`config.mk`:
```
export PLATFORM = sky130hd
export DESIGN_NAME = odu_channel_change_sender_core
export DESIGN_NICKNAME = d
export VERILOG_FILES = /design/src/rtl/core/odu_ccs_pkg.sv /design/src/rtl/core/odu_ccs_cfg.sv /design/src/rtl/core/odu_ccs_word.sv /design/src/rtl/core/odu_ccs_seq.sv /design/src/rtl/core/odu_ccs_skid.sv /design/src/rtl/core/odu_channel_change_sender_core.sv
export VERILOG_INCLUDE_DIRS = /design/src /design/src/rtl/core
export SDC_FILE = /design/constraint.sdc
export NUM_CORES = 1
export LEC_CHECK = 0
export BUFFER_PORTS_ARGS = -buffer_cell sky130_fd_sc_hd__clkbuf_2
export CAP_MARGIN = 20
export CORE_AREA = 5 5 135 137
export DETAILED_ROUTE_END_ITERATION = 8
export DIE_AREA = 0 0 140 142
export PLACE_DENSITY = 0.78
export SLEW_MARGIN = 20
export SYNTH_ARGS = -nofsm -noshare
export SYNTH_HDL_FRONTEND = slang
export SYNTH_SLANG_ARGS = --single-unit
```
`constraint.sdc`:
```
create_clock -name clk -period 9.4 [get_ports clk]
set_input_delay 1.41 -clock clk [delete_from_list [all_inputs] [get_ports clk]]
set_output_delay 1.41 -clock clk [all_outputs]
set_load 0.02 [all_outputs]
```
`src/rtl/core/odu_channel_change_sender_core_defines.svh`:
```
// Assertion macros shared by the channel change sender modules.
// No dependencies; included by the files that carry concurrent checks.
`ifndef ODU_CHANNEL_CHANGE_SENDER_CORE_DEFINES_SVH
`define ODU_CHANNEL_CHANGE_SENDER_CORE_DEFINES_SVH

// Same-cycle implication, disabled while reset is asserted.
`define ODU_ASSERT_NOW(label, clk, rst_n, ante, cons, msg) \
	label: assert property (@(posedge clk) disable iff (!rst_n) (ante) |-> (cons)) \
		else $error(msg);

// Next-cycle implication, disabled while reset is asserted.
`define ODU_ASSERT_NEXT(label, clk, rst_n, ante, cons, msg) \
	label: assert property (@(posedge clk) disable iff (!rst_n) (ante) |=> (cons)) \
		else $error(msg);

`endif

```
`src/rtl/core/odu_ccs_pkg.sv`:
```
// Package for the channel change sender: payload structs, register set,
// register index codes and reset values. No dependencies.
`default_nettype none

package odu_ccs_pkg;

	// Register index codes on the configuration port.
	localparam int unsigned CFG_IDX_W = 3;
	localparam int unsigned CFG_DATA_W = 14;
	localparam logic [CFG_IDX_W-1:0] CFG_SHORT_US        = 3'd0;
	localparam logic [CFG_IDX_W-1:0] CFG_LONG_US         = 3'd1;
	localparam logic [CFG_IDX_W-1:0] CFG_BAND_EDGE_MHZ   = 3'd2;
	localparam logic [CFG_IDX_W-1:0] CFG_LOW_LO_MHZ      = 3'd3;
	localparam logic [CFG_IDX_W-1:0] CFG_HIGH_LO_MHZ     = 3'd4;
	localparam logic [CFG_IDX_W-1:0] CFG_TUNE_OFFSET_MHZ = 3'd5;

	// Register reset values.
	localparam logic [10:0] RST_SHORT_US        = 11'd500;
	localparam logic [10:0] RST_LONG_US         = 11'd1000;
	localparam logic [13:0] RST_BAND_EDGE_MHZ   = 14'd11700;
	localparam logic [13:0] RST_LOW_LO_MHZ      = 14'd9750;
	localparam logic [13:0] RST_HIGH_LO_MHZ     = 14'd10600;
	localparam logic [9:0]  RST_TUNE_OFFSET_MHZ = 10'd100;

	// Command word prefix in the top byte and word length in bits.
	localparam logic [7:0] CMD_PREFIX = 8'h70;
	localparam logic [5:0] WORD_BITS  = 6'd32;

	// Request codes.
	localparam logic REQ_TICK  = 1'b0;
	localparam logic REQ_START = 1'b1;

	typedef struct packed {
		logic [10:0] short_us;
		logic [10:0] long_us;
		logic [13:0] band_edge_mhz;
		logic [13:0] low_lo_mhz;
		logic [13:0] high_lo_mhz;
		logic [9:0]  tune_offset_mhz;
	} cfg_t;

	typedef struct packed {
		logic        req_type;
		logic [5:0]  channel;
		logic [13:0] freq_mhz;
		logic        polarity;
	} in_item_t;

	typedef struct packed {
		logic        tone_on;
		logic        busy_res;
		logic        frame_done;
		logic        start_ignored;
		logic [31:0] command_word;
	} out_item_t;

endpackage

`default_nettype wire

```
`src/rtl/core/odu_ccs_cfg.sv`:
```
// Configuration register file of the channel change sender.
// Depends on odu_ccs_pkg for the register struct, index codes and resets.
`default_nettype none

module odu_ccs_cfg (
	input  wire logic                               clk,
	input  wire logic                               arst_n,
	input  wire logic                               cfg_we,
	input  wire logic [odu_ccs_pkg::CFG_IDX_W-1:0]  cfg_index,
	input  wire logic [odu_ccs_pkg::CFG_DATA_W-1:0] cfg_data,
	output odu_ccs_pkg::cfg_t                       cfg
);
	import odu_ccs_pkg::*;

	cfg_t cfg_q;

	// Write one register per enabled cycle; unknown indexes are dropped.
	always_ff @(posedge clk or negedge arst_n) begin
		if (!arst_n) begin
			cfg_q.short_us        <= RST_SHORT_US;
			cfg_q.long_us         <= RST_LONG_US;
			cfg_q.band_edge_mhz   <= RST_BAND_EDGE_MHZ;
			cfg_q.low_lo_mhz      <= RST_LOW_LO_MHZ;
			cfg_q.high_lo_mhz     <= RST_HIGH_LO_MHZ;
			cfg_q.tune_offset_mhz <= RST_TUNE_OFFSET_MHZ;
		end else if (cfg_we) begin
			case (cfg_index)
				CFG_SHORT_US:        cfg_q.short_us        <= cfg_data[10:0];
				CFG_LONG_US:         cfg_q.long_us         <= cfg_data[10:0];
				CFG_BAND_EDGE_MHZ:   cfg_q.band_edge_mhz   <= cfg_data;
				CFG_LOW_LO_MHZ:      cfg_q.low_lo_mhz      <= cfg_data;
				CFG_HIGH_LO_MHZ:     cfg_q.high_lo_mhz     <= cfg_data;
				CFG_TUNE_OFFSET_MHZ: cfg_q.tune_offset_mhz <= cfg_data[9:0];
				default: ;
			endcase
		end
	end

	assign cfg = cfg_q;

endmodule

`default_nettype wire

```
`src/rtl/core/odu_ccs_word.sv`:
```
// Command word assembly: band choice, tune value and polarity code.
// Depends on odu_ccs_pkg for the register struct and the word prefix.
`default_nettype none

module odu_ccs_word (
	input  wire odu_ccs_pkg::cfg_t cfg,
	input  wire logic [5:0]    channel,
	input  wire logic [13:0]   freq_mhz,
	input  wire logic          polarity,
	output logic [31:0]        word
);
	import odu_ccs_pkg::*;

	logic        low_band;
	logic [13:0] lo_mhz;
	logic [31:0] tune;
	logic [7:0]  ch;
	logic [1:0]  pol_base;
	logic [1:0]  pol;

	// Pick the band oscillator and form the tune value with 32-bit wrap.
	always_comb begin
		low_band = (freq_mhz <= cfg.band_edge_mhz);
		lo_mhz   = low_band ? cfg.low_lo_mhz : cfg.high_lo_mhz;
		tune     = {18'd0, freq_mhz} - {18'd0, lo_mhz} - {22'd0, cfg.tune_offset_mhz};
		ch       = {2'd0, channel} - 8'd1;
		pol_base = polarity ? 2'd3 : 2'd1;
		pol      = low_band ? (pol_base - 2'd1) : pol_base;
		word     = {CMD_PREFIX, 24'd0} + {5'd0, ch, 19'd0} + {tune[23:0], 8'd0}
			+ {30'd0, pol};
	end

endmodule

`default_nettype wire

```
`src/rtl/core/odu_ccs_seq.sv`:
```
// Bit sequencer: holds the word being sent and the segment timer, and forms
// one result per accepted item. Depends on odu_ccs_pkg and odu_ccs_word.
`default_nettype none
`include "odu_channel_change_sender_core_defines.svh"

module odu_ccs_seq (
	input  wire logic              clk,
	input  wire logic              arst_n,
	input  wire odu_ccs_pkg::cfg_t cfg,
	input  wire logic              accept,
	input  wire odu_ccs_pkg::in_item_t item,
	output odu_ccs_pkg::out_item_t res
);
	import odu_ccs_pkg::*;

	logic [31:0] shift_word_q;
	logic [5:0]  bits_left_q;
	logic        in_silence_q;
	logic [10:0] tick_count_q;
	logic        sending_q;

	logic [31:0] word;
	logic        is_start;
	logic        use_long;
	logic [10:0] seg_len;
	logic        seg_end;
	logic        last_bit;

	odu_ccs_word u_word (
		.cfg      (cfg),
		.channel  (item.channel),
		.freq_mhz (item.freq_mhz),
		.polarity (item.polarity),
		.word     (word)
	);

	// Segment length: a one is short tone then long silence, a zero the reverse.
	always_comb begin
		is_start = (item.req_type == REQ_START);
		use_long = (in_silence_q == shift_word_q[31]);
		seg_len  = use_long ? cfg.long_us : cfg.short_us;
		seg_end  = ({1'b0, tick_count_q} + 12'd1) >= {1'b0, seg_len};
		last_bit = (bits_left_q == 6'd1);
	end

	// Result of the current item, from the state before it is applied.
	always_comb begin
		res = '0;
		if (is_start) begin
			res.busy_res = 1'b1;
			if (sending_q) begin
				res.start_ignored = 1'b1;
			end else begin
				res.command_word = word;
			end
		end else if (sending_q) begin
			res.tone_on    = !in_silence_q;
			res.busy_res   = 1'b1;
			res.frame_done = seg_end && in_silence_q && last_bit;
		end
	end

	// Control state advances only on accepted transfers.
	always_ff @(posedge clk or negedge arst_n) begin
		if (!arst_n) begin
			bits_left_q  <= '0;
			in_silence_q <= 1'b0;
			tick_count_q <= '0;
			sending_q    <= 1'b0;
		end else if (accept) begin
			if (is_start) begin
				if (!sending_q) begin
					bits_left_q  <= WORD_BITS;
					in_silence_q <= 1'b0;
					tick_count_q <= '0;
					sending_q    <= 1'b1;
				end
			end else if (sending_q) begin
				if (seg_end) begin
					tick_count_q <= '0;
					in_silence_q <= !in_silence_q;
					if (in_silence_q) begin
						bits_left_q <= bits_left_q - 6'd1;
						if (last_bit) begin
							sending_q <= 1'b0;
						end
					end
				end else begin
					tick_count_q <= tick_count_q + 11'd1;
				end
			end
		end
	end

	// The word register loads on a start while idle and shifts out one bit at the end of each silence.
	always_ff @(posedge clk or negedge arst_n) begin
		if (!arst_n) begin
			shift_word_q <= '0;
		end else if (accept) begin
			if (is_start && !sending_q) begin
				shift_word_q <= word;
			end else if (!is_start && sending_q && seg_end && in_silence_q) begin
				shift_word_q <= {shift_word_q[30:0], 1'b0};
			end
		end
	end

	`ODU_ASSERT_NOW(a_idle_no_bits, clk, arst_n, !sending_q, bits_left_q == 6'd0,
		"bit counter not cleared while idle")
	`ODU_ASSERT_NOW(a_busy_has_bits, clk, arst_n, sending_q, bits_left_q != 6'd0,
		"sending with no bits left")
	`ODU_ASSERT_NEXT(a_start_loads, clk, arst_n, accept && is_start && !sending_q,
		sending_q && bits_left_q == WORD_BITS && tick_count_q == 11'd0,
		"accepted start did not load the sequencer")
	`ODU_ASSERT_NEXT(a_done_idles, clk, arst_n, accept && res.frame_done, !sending_q,
		"frame end did not return to idle")

endmodule

`default_nettype wire

```
`src/rtl/core/odu_ccs_skid.sv`:
```
// Output register with a one-entry skid stage for the result channel.
// Depends on odu_ccs_pkg for the result struct.
`default_nettype none
`include "odu_channel_change_sender_core_defines.svh"

module odu_ccs_skid (
	input  wire logic              clk,
	input  wire logic              arst_n,
	input  wire logic              push,
	input  wire odu_ccs_pkg::out_item_t push_data,
	output logic                   full,
	output logic                   out_valid,
	input  wire logic              out_stall,
	output odu_ccs_pkg::out_item_t out_data
);
	import odu_ccs_pkg::*;

	logic      main_valid_q;
	logic      skid_valid_q;
	out_item_t main_q;
	out_item_t skid_q;
	logic      pop;

	assign pop       = main_valid_q && !out_stall;
	assign full      = skid_valid_q;
	assign out_valid = main_valid_q;
	assign out_data  = main_q;

	// Valid flags: the skid entry drains first into the output register.
	always_ff @(posedge clk or negedge arst_n) begin
		if (!arst_n) begin
			main_valid_q <= 1'b0;
			skid_valid_q <= 1'b0;
		end else if (pop || !main_valid_q) begin
			main_valid_q <= skid_valid_q || push;
			skid_valid_q <= 1'b0;
		end else if (push) begin
			skid_valid_q <= 1'b1;
		end
	end

	// Payload registers follow the same selection.
	always_ff @(posedge clk) begin
		if (pop || !main_valid_q) begin
			main_q <= skid_valid_q ? skid_q : push_data;
		end else if (push) begin
			skid_q <= push_data;
		end
	end

	`ODU_ASSERT_NOW(a_skid_behind_main, clk, arst_n, skid_valid_q, main_valid_q,
		"skid entry held with empty output register")
	`ODU_ASSERT_NOW(a_no_push_when_full, clk, arst_n, skid_valid_q, !push,
		"transfer pushed into a full buffer")
	`ODU_ASSERT_NEXT(a_stall_fills_skid, clk, arst_n,
		main_valid_q && out_stall && push, skid_valid_q,
		"stalled transfer not caught by skid entry")

endmodule

`default_nettype wire

```
`src/rtl/core/odu_channel_change_sender_core.sv`:
```
// Top level of the channel change sender: configuration registers, bit
// sequencer with word assembly, and result buffer. Depends on odu_ccs_pkg.
//
// Channel   Signals                          Transfer when
// input     in_valid, in_stall, in_data      in_valid && !in_stall
// result    out_valid, out_stall, out_data   out_valid && !out_stall
// config    cfg_we, cfg_index, cfg_data      cfg_we
//
// Each item, tick or start, puts one result in the output register or skid entry.
// One item is taken per cycle while in_stall is low; the sequencer state and
// the word adder sit between the input transfer and the output register.
// in_stall rises only when the output register and its skid entry are both
// full, so a stalled result does not block the next item until then.
// Reset clears the sequencer, loads the register defaults and empties the buffer.
`default_nettype none

module odu_channel_change_sender_core (
	input  wire logic                               clk,
	input  wire logic                               arst_n,
	input  wire logic                               in_valid,
	output logic                                    in_stall,
	input  wire odu_ccs_pkg::in_item_t              in_data,
	output logic                                    out_valid,
	input  wire logic                               out_stall,
	output odu_ccs_pkg::out_item_t                  out_data,
	input  wire logic                               cfg_we,
	input  wire logic [odu_ccs_pkg::CFG_IDX_W-1:0]  cfg_index,
	input  wire logic [odu_ccs_pkg::CFG_DATA_W-1:0] cfg_data
);
	import odu_ccs_pkg::*;

	cfg_t      cfg;
	out_item_t res;
	logic      accept;
	logic      full;

	assign in_stall = full;
	assign accept   = in_valid && !full;

	odu_ccs_cfg u_cfg (
		.clk       (clk),
		.arst_n    (arst_n),
		.cfg_we    (cfg_we),
		.cfg_index (cfg_index),
		.cfg_data  (cfg_data),
		.cfg       (cfg)
	);

	odu_ccs_seq u_seq (
		.clk    (clk),
		.arst_n (arst_n),
		.cfg    (cfg),
		.accept (accept),
		.item   (in_data),
		.res    (res)
	);

	odu_ccs_skid u_skid (
		.clk       (clk),
		.arst_n    (arst_n),
		.push      (accept),
		.push_data (res),
		.full      (full),
		.out_valid (out_valid),
		.out_stall (out_stall),
		.out_data  (out_data)
	);

endmodule

`default_nettype wire

```
==> impl_table.tex <==
\begin{tabular}{lr}
\hline
Metric & Value \\
\hline
\multicolumn{2}{l}{\textbf{Status}} \\
Run status & complete, no violations \\
\multicolumn{2}{l}{\textbf{Worst setup path}} \\
Required time at the endpoint of the critical path & 9560 ps \\
Critical-path cell with the highest stage delay & sky130\_fd\_sc\_hd\_\_fa\_1 \\
Most frequent cell on the critical path & sky130\_fd\_sc\_hd\_\_a21oi\_1 \\
Largest incremental delay on the critical path & 420 ps \\
Type of element capturing the critical path & flip-flop \\
Category of the critical setup timing path & in -> reg \\
Endpoint of the lowest-slack register-to-register path & u\_skid.out\_data[28] \\
Worst flop-to-flop path startpoint & u\_cfg.cfg[40] \\
Maximum fanout along the worst path & 7 \\
Worst R2R Setup Slack & 2000 ps \\
FF-to-FF path depth & 33 \\
Kind of start point of the critical path & primary input \\
Arrival time worst endpoint & 8220 ps \\
\multicolumn{2}{l}{\textbf{GRT}} \\
Antenna violations before repair & 0 \\
Number of global-route vias before repair & 6773 \\
GR Overflow Total & 0 \\
Global-route wire length before repair & 34.2 mm \\
Overall fraction of global-route tracks in use & 21.3\% \\
Largest net degree at the start of global routing & 77 \\
\multicolumn{2}{l}{\textbf{Finish}} \\
Fraction of layout cells with a size suffix above 1 & 25.2\% \\
Top library cells by usage in the layout, fill and taps aside & 92 x sky130\_fd\_sc\_hd\_\_dfrtp\_1, 85 x sky130\_fd\_sc\_hd\_\_nand2\_1, 79 x sky130\_fd\_sc\_hd\_\_mux2\_2 \\
Nets@finish & 1083 \\
Most common cell after layout, fill and taps aside & sky130\_fd\_sc\_hd\_\_dfrtp\_1 \\
Diodes inserted & 0 \\
Core occupancy in the finished layout & 66.9\% \\
Area growth syn-to-layout & 12.5\% \\
\multicolumn{2}{l}{\textbf{Pwr}} \\
Peak supply drop & 0.172 mV \\
Pwr dens & 272 mW/mm\^{}2 \\
Pleak & 0.00504 uW \\
\multicolumn{2}{l}{\textbf{Clock tree}} \\
Clock Pin Slew Worst Setup and Hold Paths & 70 ps \\
Number of buffers added for setup after CTS & 0 \\
Total clock sinks & 185 \\
CTS buffer count & 17 \\
Clock tree from TritonCTS & done \\
\# H-tree levels & 4 \\
Clock root cell & sky130\_fd\_sc\_hd\_\_clkbuf\_16 \\
Clk Latency, worst-skew pair & 440 ps \\
Maximum root-to-sink buffer count & 2 \\
Number of instances resized during post-cts repair & 0 \\
Hold buffer count at cts & 0 \\
\multicolumn{2}{l}{\textbf{Yosys}} \\
Count of synthesis-stage warnings from yosys & 0 \\
FFs w/ async S/R, synth & 68.6\% \\
Number of synthesized flops with an enable pin & 58 \\
Cells after synthesis & 897 \\
Register area share after synthesis & 49.3\% \\
Post-synthesis instance area & 0.0101 sq mm \\
Average footprint of a synthesized cell & 11.2 sq um \\
Register bit total from synthesis & 185 \\
Distinct cell type count of the synthesized netlist & 58 \\
Post-synth top flop & sky130\_fd\_sc\_hd\_\_dfrtp\_1 \\
\multicolumn{2}{l}{\textbf{Worst hold path}} \\
Number of cells on the worst hold path & 2 \\
End point of the most critical hold path & u\_seq.shift\_word\_q[19] \\
Start point of the worst min-delay path & u\_seq.shift\_word\_q[19] \\
Class of the tightest hold or removal check & reg -> reg \\
\multicolumn{2}{l}{\textbf{Timing}} \\
Part of the cycle the worst path needs & 85.7\% \\
Setup repair after global routing missed its margin & no \\
Final period demand of the worst path & 8050 ps \\
Post-Route Setup TNS & 0 ps \\
Final Setup Violations & 0 \\
Max\_slew headroom & 35.6\% \\
Slew at the pin closest to its max-slew limit & 963 ps \\
Clock Skews & 9.70 ps \\
Final hold violations & 0 \\
Max Fclk & 124 MHz \\
Max-slew violation count & 0 \\
Post-Route Hold Slack & 482 ps \\
\multicolumn{2}{l}{\textbf{Floorplan}} \\
Starting density of the core & 59.4\% \\
Vert. Die Dim & 142 um \\
Horiz. Die Dim & 140 um \\
Area enclosed by the die boundary & 0.0199 sq mm \\
Rows & 48 \\
Core area & 0.0169 sq mm \\
Count of boundary I/O pins & 82 \\
\multicolumn{2}{l}{\textbf{Run}} \\
Number of max-cap violations & 0 \\
\multicolumn{2}{l}{\textbf{Drt}} \\
Routed wire per std cell & 16.7 um \\
Wire length after detailed routing & 20.2 mm \\
Detailed-router iteration count before antenna repair & 5 \\
Via-per-instance ratio & 5.70 \\
Vias post-DR & 6896 \\
Violation count after the first detailed-routing iteration & 421 \\
\# DRC & 0 \\
Post-DRT Antenna Nets & 0 \\
\multicolumn{2}{l}{\textbf{Placement}} \\
HPWL after DPL & 14.6 mm \\
Final weighted congestion in routability-driven placement & 0.965 \\
Port Buffer Count & 74 \\
\hline
\end{tabular}
[synth_stat cells (7+ instances only)]
cell type | n | area share, %
sky130_fd_sc_hd__a211oi_1 | 7 | 0.52
sky130_fd_sc_hd__a21o_1 | 17 | 1.3
sky130_fd_sc_hd__a21oi_1 | 31 | 1.5
sky130_fd_sc_hd__a22o_1 | 7 | 0.61
sky130_fd_sc_hd__a32o_1 | 10 | 0.99
sky130_fd_sc_hd__and2_1 | 7 | 0.43
sky130_fd_sc_hd__and3_1 | 8 | 0.50
sky130_fd_sc_hd__buf_4 | 7 | 0.52
sky130_fd_sc_hd__clkbuf_1 | 28 | 1.0
sky130_fd_sc_hd__dfrtp_1 | 92 | 23
sky130_fd_sc_hd__dfstp_2 | 35 | 9.1
sky130_fd_sc_hd__edfxtp_1 | 58 | 17
sky130_fd_sc_hd__ha_1 | 65 | 8.1
sky130_fd_sc_hd__inv_1 | 57 | 2.1
sky130_fd_sc_hd__mux2_2 | 79 | 8.8
sky130_fd_sc_hd__mux2i_1 | 40 | 4.0
sky130_fd_sc_hd__nand2_1 | 85 | 3.2
sky130_fd_sc_hd__nand3_1 | 12 | 0.60
sky130_fd_sc_hd__nand4_1 | 7 | 0.43
sky130_fd_sc_hd__nor2_1 | 46 | 1.7
sky130_fd_sc_hd__nor2b_1 | 10 | 0.62
sky130_fd_sc_hd__nor3_1 | 10 | 0.50
sky130_fd_sc_hd__o21ai_0 | 51 | 2.5
sky130_fd_sc_hd__o31ai_1 | 16 | 1.2
sky130_fd_sc_hd__xnor2_1 | 28 | 2.4
sky130_fd_sc_hd__xor2_1 | 13 | 1.1
[through the flow]
stage / power, uW / cell area [sq um] / cells / setup WS, ps
floorplan: 2000 / 10100 / 903 / 1660
global placement: 2290 / 10700 / 1177 / 1160
detailed placement: 2320 / 10700 / 1177 / 947
CTS: 3090 / 11300 / 1209 / 1360
global route: 3300 / 11300 / 1209 / 870
finish: 3080 / 11300 / 1209 / 1350
[report_power, final]
part	internal, uW	switching [uW]
clock	433	328
sequential	972	60.6
combinational	532	757
total	1940	1150
[flip-flops by register name, indices dropped and copies added (netlist names)]
| register | flops |
|---|---|
| u_skid.skid_q | 29 |
| u_seq.sending_q | 1 |
| u_skid.out_data | 29 |
| u_skid.out_valid | 1 |
| u_seq.tick_count_q | 11 |
| u_seq.bits_left_q | 6 |
| u_skid.full | 1 |
| u_seq.shift_word_q | 32 |
| u_cfg.cfg | 74 |
| u_seq.in_silence_q | 1 |
[final cells by class]
class                      instances  area [sq um]
inverter                          59           221
fill                            1308          5610
clock buffer                      18           439
multi-input combinational        622          4770
sequential                       185          4960
timing repair buffer              86           463
tap                              225           282
clock inverter                    14           185
[how the worst max path moves through the flow]
stage / start / endpoint / cells after the start
after global routing: in_data[4] / u_skid.out_data[28] / 33
after detailed placement: in_data[4] / u_skid.out_data[28] / 33
final: in_data[4] / u_skid.out_data[28] / 33
after floorplan: in_data[4] / u_skid.out_data[28] / 32
after global placement: in_data[4] / u_skid.out_data[28] / 33
after CTS: in_data[4] / u_skid.out_data[28] / 33
[cells by family after synthesis]
| family | count (synthesis) | synth area share, % |
|---|---|---|
| buf+inv | 96 | 3.84 |
| mux | 119 | 12.8 |
| compound gates | 175 | 11.8 |
| xor+xnor | 41 | 3.57 |
| fa+ha+maj | 68 | 8.67 |
| other cells | 1 | 0.0372 |
| flops | 185 | 49.3 |
| simple gates | 212 | 10.0 |
[per-layer routing]
metal | wire [um] | up-vias | global-route usage (%)
met2 | 9530 | 159 | 34.2
met5 | 0 | - | 0
met4 | 348 | 0 | 6.17
li1 | - | 3351 | -
met1 | 9580 | 3355 | 30.3
met3 | 758 | 31 | 3.43
[critical path, delay by kind of cell]
family                     cells  cell delay [ps]
buffers and inverters          1              100
AOI/OAI and AO/OA             15             2610
xor gates and xnor gates       3              550
and+or+nand+nor                8             1650
muxes                          1              380
adders and majority gates      5             1530
No activity file was read; power rests on OpenSTA's default activity.
